[config.mk]
export PLATFORM = sky130hd
export DESIGN_NAME = hall_six_step_commutator
export DESIGN_NICKNAME = d
export VERILOG_FILES = /design/src/hw/rtl/hsc_pkg.sv /design/src/hw/rtl/hsc_core.sv /design/src/hw/rtl/hall_six_step_commutator.sv
export SDC_FILE = /design/constraint.sdc
export NUM_CORES = 1
export LEC_CHECK = 0
export BUFFER_PORTS_ARGS = -buffer_cell sky130_fd_sc_hd__buf_2
export CELL_PAD_IN_SITES_DETAIL_PLACEMENT = 1
export CELL_PAD_IN_SITES_GLOBAL_PLACEMENT = 1
export CORE_UTILIZATION = 40
export DETAILED_ROUTE_END_ITERATION = 8
export PLACE_DENSITY_LB_ADDON = 0.1
export SYNTH_ARGS = -nofsm -noshare
export SYNTH_HDL_FRONTEND = slang
export SYNTH_SLANG_ARGS = --single-unit
[constraint.sdc]
create_clock -name aclk -period 6.15 [get_ports aclk]
set_clock_uncertainty 0.15 [all_clocks]
set_input_delay 0.615 -clock aclk [delete_from_list [all_inputs] [get_ports aclk]]
set_output_delay 0.615 -clock aclk [all_outputs]
set_load 0.01 [all_outputs]
[src/hw/rtl/hsc_pkg.sv]
package hsc_pkg;

    // Field widths of the converter samples and of the timestamp.
    localparam int ADC_BITS  = 12;
    localparam int TIME_BITS = 32;

    typedef logic [ADC_BITS-1:0]  adc_t;
    typedef logic [TIME_BITS-1:0] time_t;
    typedef logic [2:0]           hall_t;
    typedef logic [2:0]           step_t;
    typedef logic [1:0]           phase_t;

    // Event kinds carried by an input word.
    localparam logic [1:0] KIND_SAMPLE = 2'd0;
    localparam logic [1:0] KIND_START  = 2'd1;
    localparam logic [1:0] KIND_STOP   = 2'd2;

    // Configuration register indexes.
    localparam logic [1:0] CFG_FWD_DIR     = 2'd0;
    localparam logic [1:0] CFG_VOLT_LIMIT  = 2'd1;
    localparam logic [1:0] CFG_AMP_LIMIT   = 2'd2;

    // Hall codes that no rotor position produces.
    localparam hall_t HALL_ALL_LOW  = 3'b000;
    localparam hall_t HALL_ALL_HIGH = 3'b111;

    // Phase indexes.
    localparam phase_t PHASE_A = 2'd0;
    localparam phase_t PHASE_B = 2'd1;
    localparam phase_t PHASE_C = 2'd2;

    typedef enum logic [2:0] {
        MODE_IDLE  = 3'd0,
        MODE_ALIGN = 3'd1,
        MODE_RUN   = 3'd2,
        MODE_STOP  = 3'd3,
        MODE_ERR   = 3'd4
    } mode_t;

    typedef enum logic [2:0] {
        STATUS_OK         = 3'd0,
        STATUS_OVERVOLT   = 3'd1,
        STATUS_OVERCURR   = 3'd2,
        STATUS_BAD_HALL   = 3'd3,
        STATUS_START_FAIL = 3'd4
    } status_t;

    typedef struct packed {
        logic [1:0]     kind;
        hall_t          hall_code;
        time_t          time_us;
        adc_t [2:0]     volt;
        adc_t [2:0]     amp;
    } item_t;

    typedef struct packed {
        logic           forward_direction;
        adc_t           voltage_limit;
        adc_t           current_limit;
    } cfg_t;

    typedef struct packed {
        mode_t          mode;
        step_t          step;
        hall_t          prev_hall;
        time_t          prev_change_time;
        time_t          period;
    } state_t;

    typedef struct packed {
        status_t        status;
        mode_t          mode_now;
        step_t          step_now;
        phase_t         high_phase;
        phase_t         low_phase;
        logic           drive_on;
        time_t          period_us;
        logic           period_fresh;
    } result_t;

    // Forward hall sequence 3, 1, 5, 4, 6, 2 gives steps 0 to 5.
    function automatic step_t fwd_step(input hall_t code);
        step_t s;
        case (code)
            3'b011:  s = 3'd0;
            3'b001:  s = 3'd1;
            3'b101:  s = 3'd2;
            3'b100:  s = 3'd3;
            3'b110:  s = 3'd4;
            3'b010:  s = 3'd5;
            default: s = 3'd0;
        endcase
        return s;
    endfunction

    // Reverse direction runs the same sequence shifted by one step.
    function automatic step_t rev_step(input hall_t code);
        step_t s;
        case (code)
            3'b011:  s = 3'd5;
            3'b001:  s = 3'd0;
            3'b101:  s = 3'd1;
            3'b100:  s = 3'd2;
            3'b110:  s = 3'd3;
            3'b010:  s = 3'd4;
            default: s = 3'd0;
        endcase
        return s;
    endfunction

    // Phase switched to the positive rail in each step.
    function automatic phase_t high_of_step(input step_t s);
        phase_t p;
        case (s)
            3'd0, 3'd1: p = PHASE_A;
            3'd2, 3'd3: p = PHASE_B;
            3'd4, 3'd5: p = PHASE_C;
            default:    p = PHASE_A;
        endcase
        return p;
    endfunction

    // Phase switched to the negative rail in each step.
    function automatic phase_t low_of_step(input step_t s);
        phase_t p;
        case (s)
            3'd0, 3'd5: p = PHASE_B;
            3'd1, 3'd2: p = PHASE_C;
            3'd3, 3'd4: p = PHASE_A;
            default:    p = PHASE_A;
        endcase
        return p;
    endfunction

endpackage

[src/hw/rtl/hsc_core.sv]
module hsc_core (
    input  hsc_pkg::item_t   item,
    input  hsc_pkg::cfg_t    cfg,
    input  hsc_pkg::state_t  cur,
    output hsc_pkg::state_t  nxt,
    output hsc_pkg::result_t res
);

    hsc_pkg::status_t fault;
    hsc_pkg::status_t status;
    hsc_pkg::step_t   mapped_step;
    hsc_pkg::time_t   diff;
    logic             hall_ok;
    logic             drive;
    logic             fresh;

    // Fault scan: phase A wins over B over C, voltage over current in a phase.
    always_comb begin
        fault = hsc_pkg::STATUS_OK;
        for (int p = 2; p >= 0; p--) begin
            if (item.amp[p] > cfg.current_limit) begin
                fault = hsc_pkg::STATUS_OVERCURR;
            end
            if (item.volt[p] > cfg.voltage_limit) begin
                fault = hsc_pkg::STATUS_OVERVOLT;
            end
        end
    end

    // Hall decode and the wrapped time since the last change.
    always_comb begin
        hall_ok = (item.hall_code != hsc_pkg::HALL_ALL_LOW) &&
                  (item.hall_code != hsc_pkg::HALL_ALL_HIGH);
        mapped_step = cfg.forward_direction ? hsc_pkg::fwd_step(item.hall_code)
                                            : hsc_pkg::rev_step(item.hall_code);
        diff = item.time_us - cur.prev_change_time;
    end

    // Next state, with the status and drive decision of this word.
    always_comb begin
        nxt    = cur;
        status = hsc_pkg::STATUS_OK;
        fresh  = 1'b0;
        drive  = 1'b0;
        case (item.kind)
            hsc_pkg::KIND_START: begin
                nxt.step = '0;
                nxt.mode = hsc_pkg::MODE_ALIGN;
                drive    = 1'b1;
                if (hall_ok) begin
                    nxt.step             = mapped_step;
                    nxt.prev_hall        = item.hall_code;
                    nxt.prev_change_time = item.time_us;
                    nxt.mode             = hsc_pkg::MODE_RUN;
                end else begin
                    status = hsc_pkg::STATUS_START_FAIL;
                end
            end
            hsc_pkg::KIND_STOP: begin
                nxt.mode = hsc_pkg::MODE_STOP;
            end
            hsc_pkg::KIND_SAMPLE: begin
                if (cur.mode == hsc_pkg::MODE_RUN) begin
                    if (fault != hsc_pkg::STATUS_OK) begin
                        status   = fault;
                        nxt.mode = hsc_pkg::MODE_ERR;
                    end else begin
                        if (item.hall_code != cur.prev_hall) begin
                            if (diff != '0) begin
                                nxt.period = diff;
                                fresh      = 1'b1;
                            end
                            nxt.prev_change_time = item.time_us;
                            nxt.prev_hall        = item.hall_code;
                            if (hall_ok) begin
                                nxt.step = mapped_step;
                            end else begin
                                status   = hsc_pkg::STATUS_BAD_HALL;
                                nxt.mode = hsc_pkg::MODE_ERR;
                            end
                        end
                        drive = (nxt.mode == hsc_pkg::MODE_RUN);
                    end
                end
            end
            default: begin
            end
        endcase
    end

    // Result word; the bridge outputs read as phase A when drive is off.
    always_comb begin
        res.status       = status;
        res.mode_now     = nxt.mode;
        res.step_now     = nxt.step;
        res.drive_on     = drive;
        res.high_phase   = drive ? hsc_pkg::high_of_step(nxt.step) : hsc_pkg::PHASE_A;
        res.low_phase    = drive ? hsc_pkg::low_of_step(nxt.step) : hsc_pkg::PHASE_A;
        res.period_us    = nxt.period;
        res.period_fresh = fresh;
    end

endmodule

[src/hw/rtl/hall_six_step_commutator.sv]
// Results are registered and flagged by m_valid. Throughput: one word per cycle unless
// a full result register waits on m_ready; the commutation state is updated as each
// word leaves the input register, so the next word sees it at once.
// Reset (synchronous, aresetn low): mode idle, step, last hall code, last change
// time and period zero, forward direction, both limits at full scale, no word held.
module hall_six_step_commutator (
    input  logic                          aclk,
    input  logic                          aresetn,

    input  logic                          cfg_valid,
    output logic                          cfg_ready,
    input  logic [1:0]                    cfg_index,
    input  logic [hsc_pkg::ADC_BITS-1:0]  cfg_data,

    input  logic                          s_valid,
    output logic                          s_ready,
    input  logic [1:0]                    s_kind,
    input  logic [2:0]                    s_hall_code,
    input  logic [hsc_pkg::TIME_BITS-1:0] s_time_us,
    input  logic [hsc_pkg::ADC_BITS-1:0]  s_volt_a,
    input  logic [hsc_pkg::ADC_BITS-1:0]  s_volt_b,
    input  logic [hsc_pkg::ADC_BITS-1:0]  s_volt_c,
    input  logic [hsc_pkg::ADC_BITS-1:0]  s_amp_a,
    input  logic [hsc_pkg::ADC_BITS-1:0]  s_amp_b,
    input  logic [hsc_pkg::ADC_BITS-1:0]  s_amp_c,

    output logic                          m_valid,
    input  logic                          m_ready,
    output logic [2:0]                    m_status,
    output logic [2:0]                    m_mode_now,
    output logic [2:0]                    m_step_now,
    output logic [1:0]                    m_high_phase,
    output logic [1:0]                    m_low_phase,
    output logic                          m_drive_on,
    output logic [hsc_pkg::TIME_BITS-1:0] m_period_us,
    output logic                          m_period_fresh
);

    hsc_pkg::item_t   item_reg;
    logic             in_valid_reg;
    hsc_pkg::cfg_t    cfg_reg;
    hsc_pkg::state_t  state_reg;
    hsc_pkg::state_t  state_next;
    hsc_pkg::result_t result_reg;
    hsc_pkg::result_t result_next;
    logic             out_valid_reg;
    logic             advance;

    // The held word moves on when the result register is free or being emptied.
    assign advance   = in_valid_reg && (!out_valid_reg || m_ready);
    assign s_ready   = !in_valid_reg || advance;
    assign cfg_ready = 1'b1;

    // Input register.
    always_ff @(posedge aclk) begin
        if (!aresetn) begin
            in_valid_reg <= 1'b0;
        end else if (s_ready) begin
            in_valid_reg <= s_valid;
        end
        if (s_valid && s_ready) begin
            item_reg.kind      <= s_kind;
            item_reg.hall_code <= s_hall_code;
            item_reg.time_us   <= s_time_us;
            item_reg.volt      <= {s_volt_c, s_volt_b, s_volt_a};
            item_reg.amp       <= {s_amp_c, s_amp_b, s_amp_a};
        end
    end

    // Configuration registers.
    always_ff @(posedge aclk) begin
        if (!aresetn) begin
            cfg_reg.forward_direction <= 1'b1;
            cfg_reg.voltage_limit     <= '1;
            cfg_reg.current_limit     <= '1;
        end else if (cfg_valid && cfg_ready) begin
            case (cfg_index)
                hsc_pkg::CFG_FWD_DIR:    cfg_reg.forward_direction <= cfg_data[0];
                hsc_pkg::CFG_VOLT_LIMIT: cfg_reg.voltage_limit     <= cfg_data;
                hsc_pkg::CFG_AMP_LIMIT:  cfg_reg.current_limit     <= cfg_data;
                default: begin
                end
            endcase
        end
    end

    hsc_core u_core (
        .item (item_reg),
        .cfg  (cfg_reg),
        .cur  (state_reg),
        .nxt  (state_next),
        .res  (result_next)
    );

    // Commutation state.
    always_ff @(posedge aclk) begin
        if (!aresetn) begin
            state_reg.mode             <= hsc_pkg::MODE_IDLE;
            state_reg.step             <= '0;
            state_reg.prev_hall        <= '0;
            state_reg.prev_change_time <= '0;
            state_reg.period           <= '0;
        end else if (advance) begin
            state_reg <= state_next;
        end
    end

    // Result register.
    always_ff @(posedge aclk) begin
        if (!aresetn) begin
            out_valid_reg <= 1'b0;
        end else if (advance) begin
            out_valid_reg <= 1'b1;
        end else if (m_ready) begin
            out_valid_reg <= 1'b0;
        end
        if (advance) begin
            result_reg <= result_next;
        end
    end

    assign m_valid        = out_valid_reg;
    assign m_status       = result_reg.status;
    assign m_mode_now     = result_reg.mode_now;
    assign m_step_now     = result_reg.step_now;
    assign m_high_phase   = result_reg.high_phase;
    assign m_low_phase    = result_reg.low_phase;
    assign m_drive_on     = result_reg.drive_on;
    assign m_period_us    = result_reg.period_us;
    assign m_period_fresh = result_reg.period_fresh;

`ifndef SYNTH
    // A driven step never ties one phase to both rails.
    a_phases_differ: assert property (@(posedge aclk) disable iff (!aresetn)
        (m_valid && m_drive_on) |-> (m_high_phase != m_low_phase))
        else $error("driven step has the same high and low phase");

    // With the bridge off both phase outputs read as phase A.
    a_drive_off_quiet: assert property (@(posedge aclk) disable iff (!aresetn)
        (m_valid && !m_drive_on) |->
        (m_high_phase == hsc_pkg::PHASE_A && m_low_phase == hsc_pkg::PHASE_A))
        else $error("phase outputs set while the bridge is off");

    // A fresh period is never a zero interval.
    a_fresh_nonzero: assert property (@(posedge aclk) disable iff (!aresetn)
        (m_valid && m_period_fresh) |-> (m_period_us != '0))
        else $error("fresh period of zero");

    // Running faults leave the block in the error mode.
    a_fault_mode: assert property (@(posedge aclk) disable iff (!aresetn)
        (m_valid && (m_status == hsc_pkg::STATUS_OVERVOLT ||
                     m_status == hsc_pkg::STATUS_OVERCURR ||
                     m_status == hsc_pkg::STATUS_BAD_HALL)) |->
        (m_mode_now == hsc_pkg::MODE_ERR && !m_drive_on))
        else $error("fault reported without error mode");

    // A stop word leaves the state machine stopped.
    a_stop_mode: assert property (@(posedge aclk) disable iff (!aresetn)
        (advance && item_reg.kind == hsc_pkg::KIND_STOP) |=>
        (state_reg.mode == hsc_pkg::MODE_STOP))
        else $error("stop word did not stop the motor");
`endif

endmodule

==> flow_summary_export.csv, run 1 <==
group,metric,value,unit
status,status,"complete, no violations",
logic_synthesis,synth_cells,1166,
min_path,min_path_type,"in -> reg",
pwr,pwr-share-seq,45.6,%
clock_tree,insertion_delay,0.55,ns
detailed_routing,dr.pass1.iters,4,
layout,post-route-util,48.2,%
pwr,internal_power,3200,uW
pwr,power_density,278,mW/mm^2
pwr,clkPwrFrac,42.6,%
clock_tree,cts_tree,"yes",
logic_synthesis,synth_edf_count,156,
timing,setup_tns,0,ns
detailed_routing,final_antenna_net_count,0,
layout,area_growth,17.6,%
floorplanning,rows,65,
pwr,p_leak,0.00655,uW
clock_tree,postCtsSetupRepairBufs,0,
logic_synthesis,synthDistinctLibCells,70,
setup_path,crit_fanout,19,
place,gp_congestion,0.828,
timing,finalCritPeriodShare,89.2,%
layout,design_area,0.0153,mm^2
logic_synthesis,syn_area,0.0130,mm^2
detailed_routing,wl,32400,um
timing,rsz0062_at_grt,"false",
floorplanning,start_util,41.0,%
detailed_routing,routed-via-count,9357,
global_routing,grt_first_pass_wirelength,51000,um
clock_tree,htree_levels,1,
setup_path,cp-start-kind,"register",
logic_synthesis,yosys_warnings,0,
timing,period_minus_slack,5.48,ns
timing,finalMaxSlewViolations,0,
pwr,max-vdd-ir-drop,0.000244,V
detailed_routing,wire_per_inst,18.1,um
place,dpl.hpwl,24000,um
setup_path,cp.required,6.30,ns
layout,drive_gt1_share,20.4,%
logic_synthesis,syn_area_per_cell,11.2,um^2
floorplanning,die-area,0.0333,mm^2
clock_tree,clock-sinks,256,
pwr,combPwrFrac,11.8,%
pwr,swShare,24.7,%
layout,largest_reg_flops,109,
timing,hold_viol,0,
logic_synthesis,netlist.area_leader.share,36.0,%
logic_synthesis,synth_area_leader_cell,"edfxtp_1",
clock_tree,clock_path_buffers,3,
logic_synthesis,synth_seq_cells,256,
detailed_routing,vias_per_cell,5.22,
floorplanning,fp.dieW,182,um
timing,slew_headroom,26.6,%
detailed_routing,drt_drc_violations_left,0,
setup_path,rrSetupSlack,0.67,ns
global_routing,antenna_found_initial,0,
layout,final_nets,1566,
global_routing,grt_usage,19.4,%
detailed_routing,first_iter_violations,476,
pwr,p_switching,1050,uW
run,max_cap_viol_count,0,
clock_tree,path_clk_slew,0.06,ns
logic_synthesis,synth_nets,1398,
timing,tightest_slew,1.09,ns
setup_path,crit_type,"reg -> reg",
logic_synthesis,synthTopCellsByArea,"edfxtp_1, dfxtp_1, ha_1",
setup_path,critPathCaptureType,"register",
global_routing,grt_max_degree,75,
floorplanning,ios,178,
clock_tree,cts_hold_buffers,0,
place,place_area,0.0143,mm^2
timing,max_freq,0.182,GHz
layout,n_antenna_cell,0,
global_routing,first_global_vias,9560,
floorplanning,chipHeight,182,um
setup_path,cp.arrival,5.63,ns
clock_tree,numCtsBuffers,30,
global_routing,grt_overflow,0,
clock_tree,root_buffer,"clkbuf_16",
logic_synthesis,async_reset_ff_share,0,%
place,io_buffers,176,
logic_synthesis,synth-main-ff-cell,"edfxtp_1",
timing,setup_violations,0,
clock_tree,cts-resized-gates,0,
floorplanning,core_area,0.0318,mm^2
logic_synthesis,ys_seq_area_share,51.3,%
synth_stat cells, types with 5 or more instances:
library cell and count:
and2_1 5, nor2b_1 8, xnor2_1 18, mux2i_1 69
ha_1 103, mux2_4 28, nor3_1 23, and4_1 5
or4_1 6, a21oi_1 69, xor2_1 12, and3_1 6
nand2b_1 10, o211ai_1 28, o21ai_0 39, nand2_1 75
nand4_1 23, o21a_1 6, or3_1 10, nor2_1 104
nand3_1 12, inv_1 75, dfxtp_1 100, clkbuf_1 38
a21o_1 38, edfxtp_1 156, a31oi_1 7, a211oi_1 15
routing by layer:
metal	GRT usage, %	part of all wire, %	vias to the layer above	wire length [um]
met5	0	0	-	0
li1	-	-	4640	-
met2	31.0	45	167	14500
met3	2.67	3.7	41	1200
met1	27.4	49	4509	15900
met4	5.21	2.4	0	769
layout make-up:
class | instances | area (um^2)
Fill cell | 3473 | 16500
Sequential cell | 256 | 6690
Multi-Input combinational cell | 788 | 5860
Timing Repair Buffer | 182 | 926
Clock buffer | 37 | 820
Tap cell | 435 | 544
Inverter | 76 | 285
Clock inverter | 18 | 193
critical path: stages (launching register included):
cell	delay [ns]
edfxtp_1	0.39
inv_1	0.07
ha_1	0.16
inv_1	0.05
fa_1	0.42
xor2_1	0.21
or3b_2	0.46
a2111oi_0	0.67
or4b_1	0.53
a2111o_1	0.31
or4_1	0.45
nor4b_4	0.39
a21oi_4	0.30
buf_4	0.34
mux2_4	0.32
cells in the final DEF, fill, tap and decap left out, types with 23 or more instances in the layout:
cell type,synthesis,layout
mux2_4,28,28
buf_2,0,176
mux2i_1,69,69
ha_1,103,103
clkbuf_16,0,32
nor3_1,23,23
nand2_1,75,75
nand4_1,23,23
o211ai_1,28,28
edfxtp_1,156,156
o21ai_0,39,39
nor2_1,104,104
a21o_1,38,37
dfxtp_1,100,100
a21oi_1,69,69
inv_1,75,74
cell families after synthesis:
group	share of synthesized area [%]
and+or+nand+nor	11.5
muxes	8.87
DFF	51.3
adders and majority gates	10.0
AOI/OAI and AO/OA	12.4
buffers and inverters	3.83
other	0.0288
xor gates and xnor gates	2.02
per-stage QoR:
stage | total power [uW] | setup WS (ns) | hold slack (ns) | instances
floorplan | 2290 | 1.65 | 0.294 | 1166
global placement | 2460 | 0.802 | 0.303 | 1737
detailed placement | 2470 | 0.657 | 0.311 | 1737
CTS | 4310 | 0.621 | 0.0559 | 1792
global route | 4430 | 0.441 | 0.0647 | 1792
finish | 4250 | 0.667 | 0.0874 | 1792
power by group through the flow:
stage / registers, uW / clock network (uW) / logic (uW)
after detailed placement: 1970 / 0 / 501
after global routing: 1940 / 1930 / 559
after floorplan: 1970 / 0 / 327
after CTS: 1940 / 1870 / 506
after global placement: 1970 / 0 / 489
final: 1940 / 1810 / 502
path summary, 6_finish.rpt:
| path | startpoint | endpoint | cells after the start |
|---|---|---|---|
| max reg2reg | item_reg[72] | m_period_us[6] | 14 |
| min reg2reg | state_reg[66] | state_reg[66] | 2 |
| max | item_reg[72] | m_period_us[6] | 14 |
| min | s_volt_a[6] | item_reg[42] | 1 |
No activity file was read; power rests on OpenSTA's default activity.
==> inputs of run 2 (changes only) <==
--- a/config.mk
+++ b/config.mk
@@ -11,6 +11,7 @@
 export CORE_UTILIZATION = 40
 export DETAILED_ROUTE_END_ITERATION = 8
 export PLACE_DENSITY_LB_ADDON = 0.1
+export REMOVE_ABC_BUFFERS = 1
 export SYNTH_ARGS = -nofsm -noshare
 export SYNTH_HDL_FRONTEND = slang
 export SYNTH_SLANG_ARGS = --single-unit
==> run 2 against run 1 <==
  * Setup slack improved by 0.087 ns
  * Count of clock-buffer cells in the layout up 2
  * Routed wire length is 1.6% higher
  * Hold slack got worse by 0.0041 ns
  * First-iteration DRC count decreased by 32%
  * Register-to-register slack gained 0.09 ns
  * Critical path depth did not move
  * Largest cell class unchanged
  * Highest routed layer unchanged
==> flow_summary_export.csv, run 2 (synthesis gave the netlist of run 1 again) <==
group,metric,value,unit
pwr,internal_power,3120,uW
layout,post-route-util,48.1,%
layout,layout_commonest_cell,"buf_2",
layout,final_nets,1567,
clock_tree,clock-sinks,256,
detailed_routing,vias_per_cell,5.26,
min_path,hold_end,"item_reg[76]",
clock_tree,postCtsSetupRepairBufs,0,
detailed_routing,final_antenna_net_count,0,
place,io_buffers,176,
floorplanning,ios,178,
floorplanning,chipHeight,182,um
clock_tree,cts-resized-gates,0,
setup_path,cp.required,6.30,ns
timing,setup_violations,0,
floorplanning,die-area,0.0333,mm^2
timing,hold_viol,0,
clock_tree,numCtsBuffers,30,
setup_path,r2r-start,"item_reg[72]",
pwr,power_density,273,mW/mm^2
place,dpl.hpwl,24200,um
detailed_routing,wire_per_inst,18.3,um
min_path,min_path_type,"in -> reg",
pwr,max-vdd-ir-drop,0.000207,V
run,max_cap_viol_count,0,
min_path,whs_path_depth,1,
layout,fillers,3455,
global_routing,antenna_found_initial,1,
detailed_routing,first_iter_violations,323,
setup_path,cp.arrival,5.54,ns
global_routing,grt_usage,19.9,%
pwr,combPwrFrac,12.0,%
place,gp_congestion,0.831,
pwr,clkPwrFrac,41.6,%
setup_path,critPathCaptureType,"register",
clock_tree,htree_levels,1,
clock_tree,clock_path_buffers,3,
setup_path,r2r_cells,14,
global_routing,grt_max_degree,70,
setup_path,crit_type,"reg -> reg",
layout,final_cell_mix,"buf_2, edfxtp_1, nor2_1",
clock_tree,root_buffer,"clkbuf_16",
timing,setup_tns,0,ns
floorplanning,start_util,41.0,%
detailed_routing,drt_drc_violations_left,0,
setup_path,r2r-end,"m_period_us[15]",
layout,area_growth,17.4,%
status,status,"complete, no violations",
pwr,p_leak,0.00655,uW
clock_tree,path_clk_slew,0.06,ns
global_routing,first_global_vias,9642,
pwr,pwr-share-seq,46.4,%
detailed_routing,routed-via-count,9435,
place,post-place-ws,0.768,ns
min_path,hold_start,"s_time_us[4]",
timing,max_freq,0.185,GHz
layout,drive_gt1_share,20.8,%
floorplanning,rows,65,
clock_tree,insertion_delay,0.55,ns
clock_tree,cts_hold_buffers,0,
detailed_routing,wl,32900,um
layout,largest_reg_flops,109,
timing,rsz0062_at_grt,"false",
timing,finalCritPeriodShare,87.7,%
floorplanning,fp.dieW,182,um
floorplanning,core_area,0.0318,mm^2
setup_path,cp-start-kind,"register",
pwr,swShare,25.2,%
timing,setup_ws,0.754,ns
global_routing,grt_overflow,0,
timing,finalMaxSlewViolations,0,
detailed_routing,dr.pass1.iters,4,
timing,slew_headroom,34.7,%
pwr,power,4170,uW
clock_tree,cts_tree,"yes",
timing,period_minus_slack,5.40,ns
pwr,p_switching,1050,uW
timing,tightest_slew,0.967,ns
setup_path,rrSetupSlack,0.75,ns
setup_path,crit_fanout,20,
global_routing,grt_first_pass_wirelength,52200,um
## run 2: cell types whose count changed in the layout (fill, tap and decap cells not counted), sizes merged
cell / before / now
clkinv: 11 / 15
diode: 0 / 1
clkinvlp: 3 / 1
buf: 182 / 183
clkbuf: 37 / 39
inv: 76 / 75
bufinv: 4 / 1
## run 2: area by class of cell
| type | instances | area [um^2] | area share (%) |
|---|---|---|---|
| Antenna cell | 1 | 2.50 | 0.0164 |
| Inverter | 76 | 287 | 1.87 |
| Tap cell | 435 | 544 | 3.56 |
| Timing Repair Buffer | 183 | 933 | 6.10 |
| Clock buffer | 39 | 868 | 5.68 |
| Clock inverter | 16 | 110 | 0.720 |
| Multi-Input combinational cell | 788 | 5860 | 38.3 |
| Sequential cell | 256 | 6690 | 43.7 |
## run 2: worst max path at each step
stage	from	depth (start not counted)	to
after floorplan	item_reg[72]	15	state_reg[10]
after global placement	item_reg[72]	14	m_period_us[1]
after detailed placement	item_reg[72]	14	m_period_us[7]
after CTS	item_reg[72]	14	m_period_us[25]
after global routing	item_reg[72]	14	m_period_us[2]
final	item_reg[72]	14	m_period_us[15]
## run 2: per-layer routing
| layer | wire, um | vias up | track usage, % |
|---|---|---|---|
| met4 | 908 | 0 | 5.78 |
| li1 | - | 4626 | - |
| met1 | 16300 | 4589 | 28.9 |
| met3 | 1180 | 43 | 2.33 |
| met2 | 14500 | 177 | 31.2 |
| met5 | 0 | - | 0 |
## run 2: power by group through the flow
stage | clock, uW | combinational [uW] | sequential (uW)
after floorplan | 0 | 318 | 1970
after global placement | 0 | 487 | 1970
after detailed placement | 0 | 500 | 1970
after CTS | 1800 | 504 | 1940
after global routing | 1850 | 561 | 1950
final | 1740 | 499 | 1940
## run 2: worst max-delay path: stages, from the launching register on
cell       delay [ns]
edfxtp_1         0.39
inv_1            0.07
ha_1             0.15
inv_1            0.05
fa_1             0.43
xor2_1           0.21
or3b_2           0.46
a2111oi_0        0.53
or4b_1           0.54
a2111o_1         0.34
or4_1            0.46
nor4b_4          0.37
a21oi_4          0.30
buf_4            0.34
mux2_4           0.32
## run 2: through the flow
step | instance area [um^2] | std cells | hold WS, ns
after detailed placement | 14300 | 1738 | 0.314
after CTS | 15300 | 1793 | 0.0472
after global placement | 14300 | 1738 | 0.304
final | 15300 | 1794 | 0.0833
after global routing | 15300 | 1794 | 0.0576
after floorplan | 12800 | 1120 | 0.294
